File: config.mk
export PLATFORM = sky130hd
export DESIGN_NAME = spi_sensor_register_master
export DESIGN_NICKNAME = d
export VERILOG_FILES = /design/src/sv/ssrm_pkg.sv /design/src/sv/ssrm_engine.sv /design/src/sv/spi_sensor_register_master.sv
export SDC_FILE = /design/constraint.sdc
export NUM_CORES = 1
export LEC_CHECK = 0
export BUFFER_PORTS_ARGS = -buffer_cell sky130_fd_sc_hd__buf_2
export CAP_MARGIN = 15
export CORE_MARGIN = 2
export CORE_UTILIZATION = 25
export DETAILED_ROUTE_END_ITERATION = 7
export SYNTH_ARGS = -nofsm -noshare
export SYNTH_HDL_FRONTEND = slang
export SYNTH_SLANG_ARGS = --single-unit
File: constraint.sdc
create_clock -name clock -period 10.4 [get_ports clock]
set_input_delay 1.56 -clock clock [delete_from_list [all_inputs] [get_ports clock]]
set_output_delay 1.56 -clock clock [all_outputs]
set_load 0.03 [all_outputs]
File: src/sv/ssrm_pkg.sv
`timescale 1ns / 1ps
`default_nettype none
// ----------------------------------------------------------------------------
// SPI sensor register master: shared definitions
// Command codes, sensor register addresses and the result record that passes
// from the frame engine to the output buffer.
// ----------------------------------------------------------------------------
package ssrm_pkg;

   localparam int unsigned DIVIDER_WIDTH_DEFAULT = 10;
   localparam int unsigned HALF_PERIOD_RESET     = 16;

   // Command codes carried in the mode field.
   localparam logic [1:0] MODE_WRITE = 2'd0;
   localparam logic [1:0] MODE_READ  = 2'd1;
   localparam logic [1:0] MODE_ACCEL = 2'd2;
   localparam logic [1:0] MODE_GYRO  = 2'd3;

   // High-byte register addresses of the x axis; y and z follow in steps of two.
   localparam logic [6:0] ACCEL_BASE = 7'h3B;
   localparam logic [6:0] GYRO_BASE  = 7'h43;
   localparam logic       READ_FLAG  = 1'b1;

   typedef struct packed {
      logic               cs_n;
      logic               sclk;
      logic               mosi;
      logic               busy_res;
      logic               done_res;
      logic [7:0]         byte_value;
      logic signed [15:0] axis_value;
   } result_type;

endpackage
`default_nettype wire

File: src/sv/ssrm_engine.sv
`timescale 1ns / 1ps
`default_nettype none
// ----------------------------------------------------------------------------
// SPI sensor register master: frame engine
// Advances the mode 3 bus sequencer by one system tick per transaction and
// presents the pin levels and status that follow that tick.
// ----------------------------------------------------------------------------
module ssrm_engine #(
   parameter int unsigned DIVIDER_WIDTH = ssrm_pkg::DIVIDER_WIDTH_DEFAULT
) (
   input  wire logic                     clock,
   input  wire logic                     reset,
   input  wire logic                     step,
   input  wire logic                     start_req,
   input  wire logic [1:0]               mode,
   input  wire logic [1:0]               axis,
   input  wire logic [6:0]               reg_addr,
   input  wire logic [7:0]               wr_data,
   input  wire logic                     miso,
   input  wire logic [DIVIDER_WIDTH-1:0] half_period,
   output ssrm_pkg::result_type          result
);
   import ssrm_pkg::*;

   typedef enum logic [2:0] {
      PH_IDLE,
      PH_SETUP,
      PH_LOW,
      PH_HIGH,
      PH_GAP
   } phase_type;

   phase_type              phase_ff, phase_in;
   logic [DIVIDER_WIDTH-1:0] tick_ff, tick_in;
   logic [3:0]             bit_index_ff, bit_index_in;
   logic [15:0]            frame_shift_ff, frame_shift_in;
   logic [7:0]             receive_shift_ff, receive_shift_in;
   logic [1:0]             job_kind_ff, job_kind_in;
   logic                   second_frame_ff, second_frame_in;
   logic [7:0]             high_byte_ff, high_byte_in;
   logic [6:0]             frame_addr_ff, frame_addr_in;
   logic [7:0]             last_byte_ff, last_byte_in;
   logic [15:0]            last_axis_ff, last_axis_in;

   logic [DIVIDER_WIDTH:0]   tick_plus;
   logic [DIVIDER_WIDTH-1:0] hp_eff;
   logic                     phase_end;
   logic [DIVIDER_WIDTH-1:0] tick_adv;
   logic                     axis_job;
   logic [6:0]               axis_addr;
   logic                     done;
   logic [3:0]               mosi_sel;

   // A half period of zero counts as one tick.
   assign hp_eff    = (half_period == '0) ? DIVIDER_WIDTH'(1) : half_period;
   assign tick_plus = {1'b0, tick_ff} + (DIVIDER_WIDTH + 1)'(1);
   assign phase_end = tick_plus >= {1'b0, hp_eff};
   assign tick_adv  = phase_end ? '0 : tick_plus[DIVIDER_WIDTH-1:0];
   assign axis_job  = (job_kind_ff == MODE_ACCEL) || (job_kind_ff == MODE_GYRO);
   assign axis_addr = ((mode == MODE_ACCEL) ? ACCEL_BASE : GYRO_BASE) + {4'b0, axis, 1'b0};

   always_comb begin
      phase_in         = phase_ff;
      tick_in          = tick_ff;
      bit_index_in     = bit_index_ff;
      frame_shift_in   = frame_shift_ff;
      receive_shift_in = receive_shift_ff;
      job_kind_in      = job_kind_ff;
      second_frame_in  = second_frame_ff;
      high_byte_in     = high_byte_ff;
      frame_addr_in    = frame_addr_ff;
      last_byte_in     = last_byte_ff;
      last_axis_in     = last_axis_ff;
      done             = 1'b0;
      case (phase_ff)
         PH_IDLE: begin
            if (start_req) begin
               job_kind_in      = mode;
               second_frame_in  = 1'b0;
               receive_shift_in = '0;
               case (mode)
                  MODE_WRITE: begin
                     frame_addr_in  = reg_addr;
                     frame_shift_in = {1'b0, reg_addr, wr_data};
                  end
                  MODE_READ: begin
                     frame_addr_in  = reg_addr;
                     frame_shift_in = {READ_FLAG, reg_addr, 8'h00};
                  end
                  default: begin
                     frame_addr_in  = axis_addr;
                     frame_shift_in = {READ_FLAG, axis_addr, 8'h00};
                  end
               endcase
               tick_in      = '0;
               bit_index_in = '0;
               phase_in     = PH_SETUP;
            end
         end
         PH_SETUP: begin
            tick_in = tick_adv;
            if (phase_end) begin
               bit_index_in = '0;
               phase_in     = PH_LOW;
            end
         end
         PH_LOW: begin
            tick_in = tick_adv;
            if (phase_end) begin
               // Rising edge of sclk: the data byte is sampled from miso.
               if (bit_index_ff[3]) begin
                  receive_shift_in = {receive_shift_ff[6:0], miso};
               end
               phase_in = PH_HIGH;
            end
         end
         PH_HIGH: begin
            tick_in = tick_adv;
            if (phase_end) begin
               if (bit_index_ff != 4'd15) begin
                  bit_index_in = bit_index_ff + 4'd1;
                  phase_in     = PH_LOW;
               end else if (axis_job && !second_frame_ff) begin
                  // First frame of an axis read done: fetch the low register next.
                  high_byte_in     = receive_shift_ff;
                  second_frame_in  = 1'b1;
                  receive_shift_in = '0;
                  frame_addr_in    = frame_addr_ff + 7'd1;
                  frame_shift_in   = {READ_FLAG, frame_addr_ff + 7'd1, 8'h00};
                  bit_index_in     = '0;
                  phase_in         = PH_GAP;
               end else begin
                  if (job_kind_ff == MODE_READ) begin
                     last_byte_in = receive_shift_ff;
                  end else if (axis_job) begin
                     last_axis_in = {high_byte_ff, receive_shift_ff};
                  end
                  bit_index_in = '0;
                  done         = 1'b1;
                  phase_in     = PH_IDLE;
               end
            end
         end
         PH_GAP: begin
            tick_in = tick_adv;
            if (phase_end) begin
               phase_in = PH_SETUP;
            end
         end
         default: begin
            phase_in = PH_IDLE;
            tick_in  = '0;
         end
      endcase
   end

   assign mosi_sel = 4'd15 - bit_index_in;

   always_comb begin
      result.cs_n       = 1'b1;
      result.sclk       = 1'b1;
      result.mosi       = 1'b0;
      result.busy_res   = (phase_in != PH_IDLE);
      result.done_res   = done;
      result.byte_value = last_byte_in;
      result.axis_value = last_axis_in;
      if (phase_in == PH_SETUP) begin
         result.cs_n = 1'b0;
      end else if ((phase_in == PH_LOW) || (phase_in == PH_HIGH)) begin
         result.cs_n = 1'b0;
         result.sclk = (phase_in == PH_HIGH);
         result.mosi = frame_shift_in[mosi_sel];
      end
   end

   always_ff @(posedge clock) begin
      if (reset) begin
         phase_ff         <= PH_IDLE;
         tick_ff          <= '0;
         bit_index_ff     <= '0;
         frame_shift_ff   <= '0;
         receive_shift_ff <= '0;
         job_kind_ff      <= '0;
         second_frame_ff  <= 1'b0;
         high_byte_ff     <= '0;
         frame_addr_ff    <= '0;
         last_byte_ff     <= '0;
         last_axis_ff     <= '0;
      end else if (step) begin
         phase_ff         <= phase_in;
         tick_ff          <= tick_in;
         bit_index_ff     <= bit_index_in;
         frame_shift_ff   <= frame_shift_in;
         receive_shift_ff <= receive_shift_in;
         job_kind_ff      <= job_kind_in;
         second_frame_ff  <= second_frame_in;
         high_byte_ff     <= high_byte_in;
         frame_addr_ff    <= frame_addr_in;
         last_byte_ff     <= last_byte_in;
         last_axis_ff     <= last_axis_in;
      end
   end

endmodule
`default_nettype wire

File: src/sv/spi_sensor_register_master.sv
`timescale 1ns / 1ps
`default_nettype none
// An accepted tick's result is registered into the main or, if main is held, skid entry.
// One tick per cycle while req_ready is high; sequencer state updates in a single pass.
// A two-entry output buffer lets a new tick be taken while one result still waits.
// Synchronous reset returns the bus to idle (cs_n and sclk high, mosi low), clears
// the stored read values and loads a half period of 16 ticks.
// ----------------------------------------------------------------------------
// SPI sensor register master
// Mode 3 SPI master that drives register reads, writes and two-frame axis
// reads of a motion sensor, one system tick per input transaction.
// ----------------------------------------------------------------------------
module spi_sensor_register_master #(
   parameter int unsigned DIVIDER_WIDTH = ssrm_pkg::DIVIDER_WIDTH_DEFAULT
) (
   input  wire logic                     clock,
   input  wire logic                     reset,
   input  wire logic                     req_valid,
   output      logic                     req_ready,
   input  wire logic                     req_start_req,
   input  wire logic [1:0]               req_mode,
   input  wire logic [1:0]               req_axis,
   input  wire logic [6:0]               req_reg_addr,
   input  wire logic [7:0]               req_wr_data,
   input  wire logic                     req_miso,
   output      logic                     rsp_valid,
   input  wire logic                     rsp_ready,
   output      logic                     rsp_cs_n,
   output      logic                     rsp_sclk,
   output      logic                     rsp_mosi,
   output      logic                     rsp_busy_res,
   output      logic                     rsp_done_res,
   output      logic [7:0]               rsp_byte_value,
   output      logic signed [15:0]       rsp_axis_value,
   input  wire logic                     csr_valid,
   output      logic                     csr_ready,
   input  wire logic [DIVIDER_WIDTH-1:0] csr_half_period
);
   import ssrm_pkg::*;

   logic [DIVIDER_WIDTH-1:0] half_period_ff;
   result_type               result;
   result_type               main_ff, main_in;
   result_type               skid_ff, skid_in;
   logic                     main_valid_ff, main_valid_in;
   logic                     skid_valid_ff, skid_valid_in;
   logic                     accept;
   logic                     take;

   assign csr_ready = 1'b1;
   assign req_ready = !skid_valid_ff;
   assign accept    = req_valid && req_ready;
   assign take      = main_valid_ff && rsp_ready;

   always_ff @(posedge clock) begin
      if (reset) begin
         half_period_ff <= DIVIDER_WIDTH'(HALF_PERIOD_RESET);
      end else if (csr_valid) begin
         half_period_ff <= csr_half_period;
      end
   end

   ssrm_engine #(
      .DIVIDER_WIDTH(DIVIDER_WIDTH)
   ) u_engine (
      .clock       (clock),
      .reset       (reset),
      .step        (accept),
      .start_req   (req_start_req),
      .mode        (req_mode),
      .axis        (req_axis),
      .reg_addr    (req_reg_addr),
      .wr_data     (req_wr_data),
      .miso        (req_miso),
      .half_period (half_period_ff),
      .result      (result)
   );

   // The skid entry only fills when the main entry is held by a stalled consumer.
   always_comb begin
      main_in       = main_ff;
      skid_in       = skid_ff;
      main_valid_in = main_valid_ff;
      skid_valid_in = skid_valid_ff;
      if (take) begin
         if (skid_valid_ff) begin
            main_in       = skid_ff;
            skid_valid_in = 1'b0;
         end else if (accept) begin
            main_in = result;
         end else begin
            main_valid_in = 1'b0;
         end
      end else if (accept) begin
         if (main_valid_ff) begin
            skid_in       = result;
            skid_valid_in = 1'b1;
         end else begin
            main_in       = result;
            main_valid_in = 1'b1;
         end
      end
   end

   always_ff @(posedge clock) begin
      if (reset) begin
         main_valid_ff <= 1'b0;
         skid_valid_ff <= 1'b0;
      end else begin
         main_valid_ff <= main_valid_in;
         skid_valid_ff <= skid_valid_in;
      end
   end

   always_ff @(posedge clock) begin
      main_ff <= main_in;
      skid_ff <= skid_in;
   end

   assign rsp_valid      = main_valid_ff;
   assign rsp_cs_n       = main_ff.cs_n;
   assign rsp_sclk       = main_ff.sclk;
   assign rsp_mosi       = main_ff.mosi;
   assign rsp_busy_res   = main_ff.busy_res;
   assign rsp_done_res   = main_ff.done_res;
   assign rsp_byte_value = main_ff.byte_value;
   assign rsp_axis_value = main_ff.axis_value;

endmodule
`default_nettype wire

==> results.md, run 1 <==
Outcome:
- The run finished with clean final reports.

Clock network:
- The post-CTS clock slew at the launch and capture registers of the worst setup and hold paths is 70 ps.
- TritonCTS created 17 clock buffers.
- The H-tree was split into 4 levels.
- The clock drives between 150 and 200 sinks.
- The hold buffer count at CTS is 0.
- Once the clock tree was built, the resizer swapped 0 gates to a different size.
- The longest clock path from root to sink contains 2 buffers.
- The TritonCTS clock tree is built.
- The buffer type at the clock tree root is sky130_fd_sc_hd__clkbuf_16.
- Post-CTS timing repair inserted 0 buffers for setup.
- The clock network latency to the later pin of the worst-skew pair is approximately 420 ps.

Worst hold path:
- The hold path startpoint is u_engine.high_byte_ff[4]$_SDFFE_PP0P_.
- The end point of the worst hold path is u_engine.high_byte_ff[4]$_SDFFE_PP0P_.
- Along the worst hold path, the cell count comes to 2.
- The kind of path behind the tightest hold check is reg -> reg.

GRT:
- For this run the aggregate overflow at the end of global routing stands at 0.
- The maximum number of pins on one net before global-route repair is 96.
- The number of global-route vias before repair is around 5400.
- The global-route total usage across every layer is between 10% and 20%.
- The first global-routing pass estimated 28300 microns of wire.
- The initial antenna violation count is 0.

Setup path:
- The launching point of the worst reg2reg path is u_engine.tick_ff[0]$_SDFFE_PP0P_.
- The worst reg2reg path depth is 14.
- The worst register-to-register path ends at rsp_axis_value[5]$_DFFE_PP_.
- The gate family responsible for the most delay along the worst path is simple AND/OR/NAND/NOR gates.
- Along the worst path, the maximum fanout reaches 16.
- The category of the worst setup path capture point is a flip-flop.
- The worst stage delay on the critical path is approximately 850 ps.
- The signal on the critical path passes through ha_1 -> and3_4 -> nand3_4 -> nor2_1 -> xor2_1 -> ha_1 -> nand3_1 -> nor3_1 -> nand2_1 -> nand2_4 -> nand2_4 -> nor3_4 -> mux2i_1 -> a21oi_1.
- Setup slack on the worst reg-to-reg path comes out at a little over 6000 ps.
- STA puts the critical path data required time at 10550 ps.
- The critical path contains buffers and inverters numbering 0 combined.
- The setup path with the least slack is of type reg -> reg.
- At the worst endpoint, the arrival time is ~4500 ps.
- The highest-delay cell along the critical path is sky130_fd_sc_hd__nor3_4.
- STA classifies the critical path startpoint as a flip-flop.

Placement:
- The post-placement cell area is 0.00809 sq mm.
- Detailed placement finished with a half-perimeter wire length of 11800 microns.
- During placement, the flow inserted port buffers numbering 66.
- The congestion estimate from routability-driven global placement came to 0.842.

Drt:
- The number of nets still failing antenna checks after routing is 0.
- The DRC violation count after routing is 0.
- For this block, the via count after detailed routing is 5652.
- The DRC marker count from the first detailed-route iteration is slightly below 400.
- In the routed layout, each cell is associated on average with a via count of 4.57.
- The average detailed-routed wire length per instance is 14.1 microns.
- After detailed routing, the total wire length is around 17000 microns.
- The number of iterations in the first detailed-routing pass is 4.

Finish:
- The number of filler instances in the final layout is 3041.
- Leaving out fill and tap cells, the most frequent cell in the layout is sky130_fd_sc_hd__nor2_1.
- Of the cells placed in the final design, the portion with a size suffix greater than 1 is 17.3%.
- The utilization after layout is 29.6%.
- In the layout the commonest cells are sky130_fd_sc_hd__nor2_1 (114), sky130_fd_sc_hd__dfxtp_1 (95), sky130_fd_sc_hd__nand2_1 (76), sky130_fd_sc_hd__a21oi_1 (67), sky130_fd_sc_hd__buf_2 (66).
- The number of diodes added for antenna fixing is 0.
- From synthesis to final layout, the design area changed by 17.3%.
- The number of nets in the final layout is ~890.
- The final cell area excluding filler cells is 0.00870 sq mm.

Synthesis:
- The adder and majority cell fraction of the synthesized area is between 2 and 3%.
- The Yosys step of the flow raised 0 warnings.
- The area fraction in compound gates after synthesis is 17.4%.
- The sequential share of the synthesized area is between 40% and 50%.
- The count of distinct cell types in the synthesized netlist is 73.
- The proportion of synthesized area in mux cells is 6.43%.
- After technology mapping, the gate count stands at 789.
- For this run, the leading register cell type out of synthesis is sky130_fd_sc_hd__dfxtp_1.
- Counting flops with an async set or reset pin after synthesis yields a share of 0%.
- The number of enable-type register cells in the synthesized netlist is 58.
- The synthesized netlist net count is around 840.
- The flop and latch count out of synthesis is 153.
- The average footprint of a synthesized cell is between 9 and 10 sq um.
- The combinational family with the most area after synthesis is simple AND/OR/NAND/NOR gates.
- The summed instance area of the synthesized netlist is approximately 0.0074 sq mm.
- The xor and xnor fraction of the mapped netlist area is between 1.5 and 2%.
- After Yosys synthesis, and, or, nand and nor cells account for ~18% of the synthesized area.

Timing:
- The count of endpoints failing hold in the final timing report is 0.
- Setup violations remaining at the end of the flow were counted as 0.
- Subtracting the final worst setup slack from the clock period gives 4340 ps.
- The number of slew-limit violations in the final report is 0.
- The final total negative setup slack is 0 ps.
- The worst pin sits at a relative slew slack of 25.7%.
- Timing would allow up to around 230 MHz.
- Setup repair after global routing left no endpoint under its margin.
- On the final layout, the worst clock skew is ~12 ps.
- At the pin with the least slew margin, the transition time is about 1100 ps.
- In the finished design, the share of the clock period the worst path needs comes to a little over two fifths.

Floorplanning:
- The initial utilization of the core area, before any placement, comes to 25.2%.
- The die covers just over 0.03 sq mm.
- The horizontal die dimension is about 180 microns.
- Row generation in the floorplan step produced 63 rows.
- The core outline area is just under 0.03 sq mm.
- In this run the count of I/O pins placed on the die edge is a little under 70.
- The die is between 150 and 200 microns tall.

Power:
- The power density of the placed cells is about 170 mW/mm^2.
- IR analysis of the VDD net gives a maximum drop of 0.000108 V.
- Summed over all cells, the static leakage comes to 0.00329 uW.

Run:
- The max-capacitance violation count is 0.
[routing by layer]
| layer | up-vias | global-route usage [%] | part of all wire [%] |
|---|---|---|---|
| met5 | - | 0 | 0 |
| met4 | 0 | 4.17 | 1.5 |
| met3 | 14 | 2.91 | 4.0 |
| met2 | 114 | 18.5 | 48 |
| met1 | 2623 | 15.0 | 47 |
| li1 | 2901 | - | - |
[cells in the mapped netlist, types with 5 or more instances]
cell | instances | share of area (%)
sky130_fd_sc_hd__nand2b_1 | 5 | 0.42
sky130_fd_sc_hd__nand2_1 | 76 | 3.8
sky130_fd_sc_hd__buf_2 | 5 | 0.34
sky130_fd_sc_hd__inv_1 | 39 | 2.0
sky130_fd_sc_hd__edfxtp_1 | 58 | 23
sky130_fd_sc_hd__nand3_1 | 32 | 2.2
sky130_fd_sc_hd__o21ai_0 | 30 | 2.0
sky130_fd_sc_hd__a22oi_1 | 19 | 1.9
sky130_fd_sc_hd__a211oi_2 | 10 | 1.7
sky130_fd_sc_hd__nor2b_1 | 7 | 0.59
sky130_fd_sc_hd__a31oi_1 | 5 | 0.42
sky130_fd_sc_hd__a211oi_1 | 23 | 2.3
sky130_fd_sc_hd__a21oi_1 | 67 | 4.5
sky130_fd_sc_hd__dfxtp_1 | 95 | 26
sky130_fd_sc_hd__xor2_1 | 5 | 0.59
sky130_fd_sc_hd__nor2_1 | 115 | 5.8
sky130_fd_sc_hd__xnor2_1 | 8 | 0.94
sky130_fd_sc_hd__o211ai_1 | 7 | 0.71
sky130_fd_sc_hd__mux2i_1 | 38 | 5.1
sky130_fd_sc_hd__nor3_1 | 14 | 0.94
sky130_fd_sc_hd__ha_1 | 16 | 2.7
sky130_fd_sc_hd__and3_1 | 6 | 0.51
sky130_fd_sc_hd__mux2_2 | 5 | 0.76
sky130_fd_sc_hd__clkbuf_1 | 32 | 1.6
[per-stage QoR]
stage	setup WS (ps)	std cells	total power (uW)	hold WS [ps]
global route	5740	1238	1530	475
detailed placement	5650	1204	860	449
floorplan	5640	789	809	432
CTS	5980	1236	1480	457
global placement	5720	1204	857	443
finish	6060	1238	1460	457
[sequential cells by signal, indices dropped and copies added (netlist names)]
| register | flops |
|---|---|
| half_period_ff | 10 |
| rsp_axis_value | 16 |
| rsp_busy_res | 1 |
| rsp_byte_value | 8 |
| rsp_cs_n | 1 |
| rsp_done_res | 1 |
| rsp_mosi | 1 |
| rsp_sclk | 1 |
| rsp_valid | 1 |
| skid_ff | 29 |
| skid_valid_ff | 1 |
| u_engine.bit_index_ff | 4 |
| u_engine.frame_addr_ff | 7 |
| u_engine.frame_shift_ff | 16 |
| u_engine.high_byte_ff | 8 |
| u_engine.job_kind_ff | 2 |
| u_engine.last_axis_ff | 16 |
| u_engine.last_byte_ff | 8 |
| u_engine.phase_ff | 3 |
| u_engine.receive_shift_ff | 8 |
| u_engine.second_frame_ff | 1 |
| u_engine.tick_ff | 10 |
[logic make-up after synthesis]
logic type               Yosys count
flip-flops                       153
XOR/XNOR                          13
buffers and inverters             85
multiplexers                      46
other                              1
AO/OA/AOI/OAI                    190
AND/OR/NAND/NOR                  285
adder cells (fa/ha/maj)           16
[cell type report]
type | count | area [sq um] | area share [%]
Clock buffer | 18 | 429 | 4.93
Clock inverter | 14 | 151 | 1.74
Inverter | 40 | 150 | 1.73
Multi-Input combinational cell | 551 | 3450 | 39.6
Sequential cell | 153 | 3640 | 41.9
Tap cell | 390 | 488 | 5.61
Timing Repair Buffer | 72 | 388 | 4.46
[report_power, final]
| part | switching [uW] | internal [uW] |
|---|---|---|
| sequential | 17.6 | 659 |
| combinational | 115 | 53.5 |
| clock | 272 | 341 |
[how the worst max path moves through the flow]
| stage | start | endpoint | slack [ps] | cells past startpoint |
|---|---|---|---|---|
| final | u_engine.tick_ff[0]$_SDFFE_PP0P_ | rsp_axis_value[5]$_DFFE_PP_ | 6060 | 14 |
| after global routing | u_engine.tick_ff[0]$_SDFFE_PP0P_ | rsp_axis_value[5]$_DFFE_PP_ | 5740 | 14 |
| after CTS | u_engine.tick_ff[0]$_SDFFE_PP0P_ | rsp_byte_value[4]$_DFFE_PP_ | 5980 | 14 |
| after detailed placement | req_valid | u_engine.frame_addr_ff[0]$_SDFFE_PP0P_ | 5650 | 8 |
| after global placement | req_valid | u_engine.frame_addr_ff[0]$_SDFFE_PP0P_ | 5720 | 8 |
| after floorplan | req_valid | skid_ff[0]$_DFFE_PP_ | 5640 | 5 |
[tightest hold or removal path: stages (launching register included)]
cell	delay, ps
sky130_fd_sc_hd__dfxtp_1	310
sky130_fd_sc_hd__nand2_1	50
sky130_fd_sc_hd__a21oi_1	50
Power figures use the tool's default switching activity.
==> run 2, diff against run 1 <==
==> constraint.sdc (replaced) <==
create_clock -name clock -period 3.5 [get_ports clock]
set_input_delay 0.525 -clock clock [delete_from_list [all_inputs] [get_ports clock]]
set_output_delay 0.525 -clock clock [all_outputs]
set_load 0.03 [all_outputs]
==> results.md, run 2 (same netlist as run 1, synthesis figures left out) <==
Outcome:
- The flow ran to the end, but the final reports show violations.
- The final reports fail on setup timing.

Clock network:
- The tree is rooted in a sky130_fd_sc_hd__clkbuf_16.
- The hold buffer count at CTS is 0 (unchanged).
- The clock network latency to the later pin of the worst-skew pair is 430 ps (about the same).
- The number of buffers added by the clock tree synthesis step is 17 (unchanged).
- The post-CTS clock slew at the launch and capture registers of the worst setup and hold paths is 70 ps (about the same).
- The number of sinks on the clock net is 153 (unchanged).
- The number of buffers on the longest clock path was 2 (unchanged).
- The TritonCTS clock tree is built.
- The H-tree level count is 4 (unchanged).

Drt:
- The number of iterations in the first detailed-routing pass was 4 (unchanged).
- The DRC marker count from the first detailed-route iteration is 481 (+24%).
- The number of vias per cell was 4.58 (+0.27%).
- The total number of vias is 5942 (+5.1%).
- The average detailed-routed wire length per instance came to 14.9 microns (+5.8%).
- The overall routed net length is 19300 microns (+11%).
- The DRC violation count after routing is 0 (unchanged).
- The number of nets still failing antenna checks after routing is 0 (unchanged).

GRT:
- The maximum number of pins on one net before global-route repair came to 96 (unchanged).
- The global route total overflow is 0 (unchanged).
- The initial antenna violation count is 0 (unchanged).
- The number of global-route vias before repair is 5747 (+6.6%).
- The global-route total usage across every layer is 12.7% (+1.2 points).
- The wire length of the first global-routing pass is 30900 microns (+9.2%).

Finish:
- The register area is 0.00365 sq mm (+0.14%).
- The number of filler instances in the final layout came to 3016 (-0.82%).
- The ratio of cells with drive above 1 in the final layout was 27.8% (+10 points).
- The library cells used most frequently in the layout, excluding fill and tap cells, are sky130_fd_sc_hd__nor2_1 (112), sky130_fd_sc_hd__dfxtp_1 (93), sky130_fd_sc_hd__nand2_1 (73), sky130_fd_sc_hd__buf_2 (65), sky130_fd_sc_hd__a21oi_1 (64).
- The flip-flop count of the largest register after layout is 29 (unchanged).
- The area used by multi-input combinational logic is 0.00390 sq mm (+13%).
- The final cell area excluding filler cells is 0.00970 sq mm (+11%).
- The post-route non-filler standard cell count was 1298 (+4.8%).
- The number of nets in the final layout is 947 (+6.8%).
- Relative to the synthesized area, the layout overhead comes to 30.7%.
- The largest register by flop count is skid_ff.
- The number of diodes added for antenna fixing is 0 (unchanged).
- The leading cell type in the layout, fill and taps excluded is sky130_fd_sc_hd__nor2_1.
- The utilization after layout came to 33.0% (+3.4 points).

Timing:
- The final worst-path setup slack was -123 ps (-6180 ps).
- The count of endpoints failing hold in the final timing report is 0 (unchanged).
- The share of the clock period used by the worst path is 104% (+62 points).
- The setup violation total in the final timing report came to 6 (+6).
- The transition time of the tightest slew-check pin is 1120 ps (+4.30 ps).
- The highest achievable clock rate came to 276 MHz (+20%).
- The time the worst path needs with I/O delays and setup is 3620 ps (-716 ps).
- The number of slew-limit violations in the final report is 0 (unchanged).
- The worst setup skew after layout is 11.2 ps (-0.899 ps).
- Setup repair after global routing could not meet its margin everywhere.
- The worst slew slack as a fraction of its limit is 24.7% (-0.97 points).

Power:
- The static leakage is 0.00371 uW (+13%).
- The power density of the placed cells is 471 mW/mm^2 (+180%).
- The maximum resistive drop on vdd was 0.000292 V (+170%).

Worst hold path:
- The worst hold path belongs to the class in -> reg.

Placement:
- The post-placement cell area is 0.00852 sq mm (+5.4%).
- The port buffer count is 66 (unchanged).
- The post-detailed-placement half-perimeter wirelength is 12900 microns (+8.9%).
- The worst slack after detailed placement was -224 ps (-5880 ps).
- The placed instance count was 1256 (+4.3%).
- The final weighted congestion in routability-driven placement came to 0.839 (-0.25%).

Floorplanning:
- The effective utilization at floorplan was 25.2% (unchanged).
- The height of the die is 176 microns (unchanged).
- The die area is 0.0311 sq mm (unchanged).
- The core outline area is 0.0294 sq mm (unchanged).
- The horizontal die dimension came to 176 microns (unchanged).
- The number of top-level design ports came to 68 (unchanged).
- The number of placement rows was 63 (unchanged).

Setup path:
- The startpoint class of the critical path is a flip-flop.
- The critical path arrival is 3810 ps (-680 ps).
- The worst setup path is captured at a flip-flop.
- By startpoint and endpoint, the worst setup path is classified as reg -> reg.
- The data required time of the worst path is 3680 ps (-6870 ps).
- The maximum fanout along the worst path is 5 (-11).

Run:
- The max-capacitance violation count is 0 (unchanged).
run 2: where the power goes:
part	internal (uW)	switching, uW
Sequential	1960	61.1
Combinational	223	371
Clock	1100	861
run 2: final cells by class:
class,instances,share of cell area [%]
timing repair buffer,132,9.24
multi-input combinational,551,40.2
clock buffer,17,4.39
clock inverter,15,1.97
inverter,40,1.55
sequential,153,37.6
tap,390,5.03
run 2: layer usage:
layer | global-route usage, % | part of all wire [%]
met2 | 20.6 | 48
met4 | 3.72 | 1.2
met1 | 16.9 | 47
met3 | 2.82 | 4.0
met5 | 0 | 0
run 2: what timing repair did:
action,in CTS,in global routing
pin swaps,4,21
endpoints found under the setup margin,25,83
resized for setup,41,37
endpoints found under the hold margin,0,0
setup buffers,3,6
gates cloned,1,0
run 2: path summary, 6_finish.rpt:
| check | from | end | slack, ps | cells past startpoint |
|---|---|---|---|---|
| max reg2reg | u_engine.tick_ff[1]$_SDFFE_PP0P_ | rsp_mosi$_DFFE_PP_ | -120 | 16 |
| max | u_engine.tick_ff[1]$_SDFFE_PP0P_ | rsp_mosi$_DFFE_PP_ | -120 | 16 |
| min | csr_half_period[9] | half_period_ff[9]$_SDFFE_PP0P_ | 330 | 3 |
| min reg2reg | u_engine.job_kind_ff[0]$_SDFFE_PP0P_ | u_engine.job_kind_ff[0]$_SDFFE_PP0P_ | 480 | 2 |
run 2: worst max-delay path, stage by stage, from the launching register on:
cell and delay, ps:
sky130_fd_sc_hd__dfxtp_4 370, sky130_fd_sc_hd__ha_4 130, sky130_fd_sc_hd__and3_4 190, sky130_fd_sc_hd__nand3_4 80, sky130_fd_sc_hd__buf_6 150, sky130_fd_sc_hd__xnor2_2 140
sky130_fd_sc_hd__ha_1 330, sky130_fd_sc_hd__nand2_2 70, sky130_fd_sc_hd__o21a_1 210, sky130_fd_sc_hd__o221a_4 330, sky130_fd_sc_hd__nand2_4 80, sky130_fd_sc_hd__buf_4 100
sky130_fd_sc_hd__a21oi_1 100, sky130_fd_sc_hd__a211o_1 330, sky130_fd_sc_hd__a2111oi_4 400, sky130_fd_sc_hd__nor4_4 100, sky130_fd_sc_hd__mux2_4 270
run 2: metrics by stage:
step                      hold slack (ps)  setup TNS (ps)  total power, uW
after floorplan                       432               0             2410
after global placement                446            -161             2600
after detailed placement              450            -778             2600
after CTS                             312            -917             4600
after global routing                  327           -4780             4760
final                                 329            -237             4570
==> run 3, diff against run 2 <==
--- a/config.mk
+++ b/config.mk
@@ -6,8 +6,8 @@
 export NUM_CORES = 1
 export LEC_CHECK = 0
 export BUFFER_PORTS_ARGS = -buffer_cell sky130_fd_sc_hd__buf_2
-export CAP_MARGIN = 15
-export CORE_MARGIN = 2
+export CAP_MARGIN = 20
+export CORE_MARGIN = 1
 export CORE_UTILIZATION = 25
 export DETAILED_ROUTE_END_ITERATION = 7
 export SYNTH_ARGS = -nofsm -noshare
==> results.md, run 3 (same netlist as run 1, synthesis figures left out) <==
Finish:
- In the layout the commonest cells are sky130_fd_sc_hd__nor2_1 (112), sky130_fd_sc_hd__dfxtp_1 (92), sky130_fd_sc_hd__nand2_1 (74), sky130_fd_sc_hd__buf_2 (66), sky130_fd_sc_hd__a21oi_1 (64).
- The flip-flop count of the largest register after layout is 29 (unchanged).
- Compared with the post-synthesis result, the final layout area differs by 30.0%.
- The ratio of cells with drive above 1 in the final layout came to 28.3% (+0.55 points).
- The number of nets in the final layout is 947 (unchanged).
- The library cell used most frequently in the layout, excluding fill and tap cells, is sky130_fd_sc_hd__nor2_1.
- The final cell area excluding filler cells is 0.00964 sq mm (-0.55%).
- The largest register by flop count is skid_ff.

Drt:
- The total number of vias is 6044 (+1.7%).
- The number of nets still failing antenna checks after routing is 0 (unchanged).
- The number of vias per cell was 4.67 (+2.1%).
- The average detailed-routed wire length per instance came to 14.4 microns (-3.4%).
- The number of iterations in the first detailed-routing pass was 4 (unchanged).
- The DRC violation count after routing is 0 (unchanged).
- The overall routed net length came to 18600 microns (-3.7%).
- The DRC marker count from the first detailed-route iteration is 412 (-14%).

Power:
- The share of total power in combinational logic is 13.3% (+0.3 points).
- The sequential group share of total power is 45.7% (+1.5 points).
- The clock network power share is 41.1% (-1.7 points).
- The power density of the placed cells is 458 mW/mm^2 (-2.8%).
- The static leakage is 0.00367 uW (-1.1%).
- The total net switching power came to 1210 uW (-6.5%).
- The switching part of the total power came to 27.4% (-0.91 points).
- The maximum resistive drop on vdd is 0.000225 V (-23%).
- The overall power of the completed layout was 4410 uW (-3.4%).
- The internal power component is 3210 uW (-2.1%).

Outcome:
- The final reports fail on setup timing.
- The run finished, with violations left.

Setup path:
- The first element of the critical path is u_engine.tick_ff[0]$_SDFFE_PP0P_.
- The data required time of the worst path came to 3670 ps (about the same).
- The maximum fanout along the worst path is 5 (unchanged).
- The critical path arrival is 3750 ps (-60 ps).
- STA classifies the critical path startpoint as a flip-flop.
- The launching point of the worst reg2reg path is u_engine.tick_ff[0]$_SDFFE_PP0P_.
- The critical path class is reg -> reg.
- STA classifies the critical path endpoint as a flip-flop.

GRT:
- The number of global-route vias before repair came to 5709 (-0.66%).
- The initial antenna violation count is 1 (+1).
- The wire length of the first global-routing pass is 30100 microns (-2.5%).
- The global-route total usage across every layer is 12.5% (-0.20 points).
- The global route total overflow is 0 (unchanged).
- The maximum number of pins on one net before global-route repair is 96 (unchanged).

Floorplanning:
- The height of the die is 174 microns (-1.1%).
- The number of top-level design ports was 68 (unchanged).
- The number of placement rows is 62 (-1.6%).
- The die area was 0.0304 sq mm (-2.3%).
- The effective utilization at floorplan is 25.6% (+0.41 points).
- The horizontal die dimension came to 174 microns (-1.1%).
- The core outline area is 0.0289 sq mm (-1.6%).

Timing:
- The worst setup skew after layout is 11.9 ps (+0.766 ps).
- The number of slew-limit violations in the final report is 0 (unchanged).
- Setup repair after global routing could not meet its margin everywhere.
- The count of endpoints failing hold in the final timing report is 0 (unchanged).
- The highest achievable clock rate is 279 MHz (+1.2%).
- The worst hold slack is 331 ps (+2.51 ps).
- The final worst-path setup slack came to -80.4 ps (+42.6 ps).
- The time the worst path needs with I/O delays and setup came to 3580 ps (-42.6 ps).
- The transition time of the tightest slew-check pin is 857 ps (-262 ps).
- The setup violation total in the final timing report is 1 (-5).
- The share of the clock period used by the worst path is 102% (-1.2 points).
- The worst slew slack as a fraction of its limit is 42.4% (+18 points).

Placement:
- The final weighted congestion in routability-driven placement is 0.830 (-1.2%).
- The port buffer count is 66 (unchanged).
- The post-detailed-placement half-perimeter wirelength came to 12600 microns (-2.2%).
- The post-placement cell area is 0.00849 sq mm (-0.32%).

Clock network:
- The number of sinks on the clock net is 153 (unchanged).
- Clock tree synthesis selected as its root buffer the cell sky130_fd_sc_hd__clkbuf_16.
- The number of buffers on the longest clock path was 2 (unchanged).
- The number of buffers added by the clock tree synthesis step is 17 (unchanged).
- The TritonCTS clock tree is built.
- The hold buffer count at CTS is 0 (unchanged).
- The clock network latency to the later pin of the worst-skew pair is 430 ps (about the same).
- The post-CTS clock slew at the launch and capture registers of the worst setup and hold paths came to 70 ps (about the same).
- The H-tree level count is 4 (unchanged).

Worst hold path:
- The kind of path behind the tightest hold check is in -> reg.
- The startpoint identified for the worst hold timing path is csr_half_period[0].

Run:
- The max-capacitance violation count is 0 (unchanged).
-- run 3: cell count changes in the layout (fill, tap and decap cells not counted), moves of 3 or more --
| cell | previous run | this run |
|---|---|---|
| sky130_fd_sc_hd__mux2i_4 | 22 | 9 |
| sky130_fd_sc_hd__ha_1 | 15 | 12 |
| sky130_fd_sc_hd__inv_6 | 5 | 2 |
| sky130_fd_sc_hd__mux2i_2 | 2 | 13 |
| sky130_fd_sc_hd__ha_4 | 1 | 4 |
| sky130_fd_sc_hd__buf_6 | 4 | 9 |
| sky130_fd_sc_hd__inv_8 | 6 | 2 |
| sky130_fd_sc_hd__buf_4 | 60 | 54 |
| sky130_fd_sc_hd__clkinvlp_4 | 0 | 3 |
-- run 3: worst paths after layout --
check / slack [ps] / endpoint / cells past startpoint
hold / removal: 330 / half_period_ff[0]$_SDFFE_PP0P_ / 3
setup / recovery: -80 / rsp_mosi$_DFFE_PP_ / 17
hold reg to reg: 470 / u_engine.job_kind_ff[0]$_SDFFE_PP0P_ / 2
setup reg to reg: -80 / rsp_mosi$_DFFE_PP_ / 17
-- run 3: stage by stage --
stage	setup WS (ps)	setup TNS, ps	util, %	cells
after CTS	-125	-131	31.8	1279
after floorplan	16.0	0	-	789
final	-80.4	-80.4	33.3	1293
after detailed placement	-151	-365	29.4	1246
after global placement	-146	-146	29.4	1246
after global routing	-276	-1160	33.3	1293
-- run 3: layout make-up --
cell class                 count  area [sq um]
multi-input combinational    551          3880
fill                        2930         19300
clock buffer                  21           460
tap                          384           480
timing repair buffer         132           905
clock inverter                11           114
inverter                      40           150
sequential                   153          3650
antenna                        1          2.50
-- run 3: what timing repair did --
item,4_1_cts,5_1_grt
endpoints found under the setup margin,18,81
pin swaps,10,20
resized for setup,27,56
setup buffers,1,13
cloned,0,0
-- run 3: power by group through the flow --
stage / combinational [uW] / clock [uW] / sequential (uW)
final: 586 / 1810 / 2020
after global routing: 646 / 1920 / 2030
after CTS: 563 / 1860 / 2010
after detailed placement: 546 / 0 / 2050
after global placement: 539 / 0 / 2050
after floorplan: 302 / 0 / 2100
-- run 3: metal layers --
layer | vias up | share of wire [%] | GRT usage (%)
li1 | 3031 | - | -
met3 | 17 | 3.7 | 3.06
met1 | 2879 | 47 | 16.5
met4 | 0 | 1.2 | 3.69
met2 | 117 | 48 | 20.0
met5 | - | 0 | 0
-- run 3: worst max-delay path, stage by stage, from the launching register on --
cell                       delay (ps)
sky130_fd_sc_hd__dfxtp_4          360
sky130_fd_sc_hd__ha_4             130
sky130_fd_sc_hd__and3_4           200
sky130_fd_sc_hd__nand3_4           80
sky130_fd_sc_hd__nor2_4           120
sky130_fd_sc_hd__xor2_2           210
sky130_fd_sc_hd__ha_4             240
sky130_fd_sc_hd__a21o_1           200
sky130_fd_sc_hd__a21oi_4          170
sky130_fd_sc_hd__o221ai_4         180
sky130_fd_sc_hd__buf_6            170
sky130_fd_sc_hd__o21ai_2          110
sky130_fd_sc_hd__o211ai_1         190
sky130_fd_sc_hd__buf_4            210
sky130_fd_sc_hd__nand2b_1         150
sky130_fd_sc_hd__a311oi_2         270
sky130_fd_sc_hd__nor4_4            90
sky130_fd_sc_hd__mux2_4           260
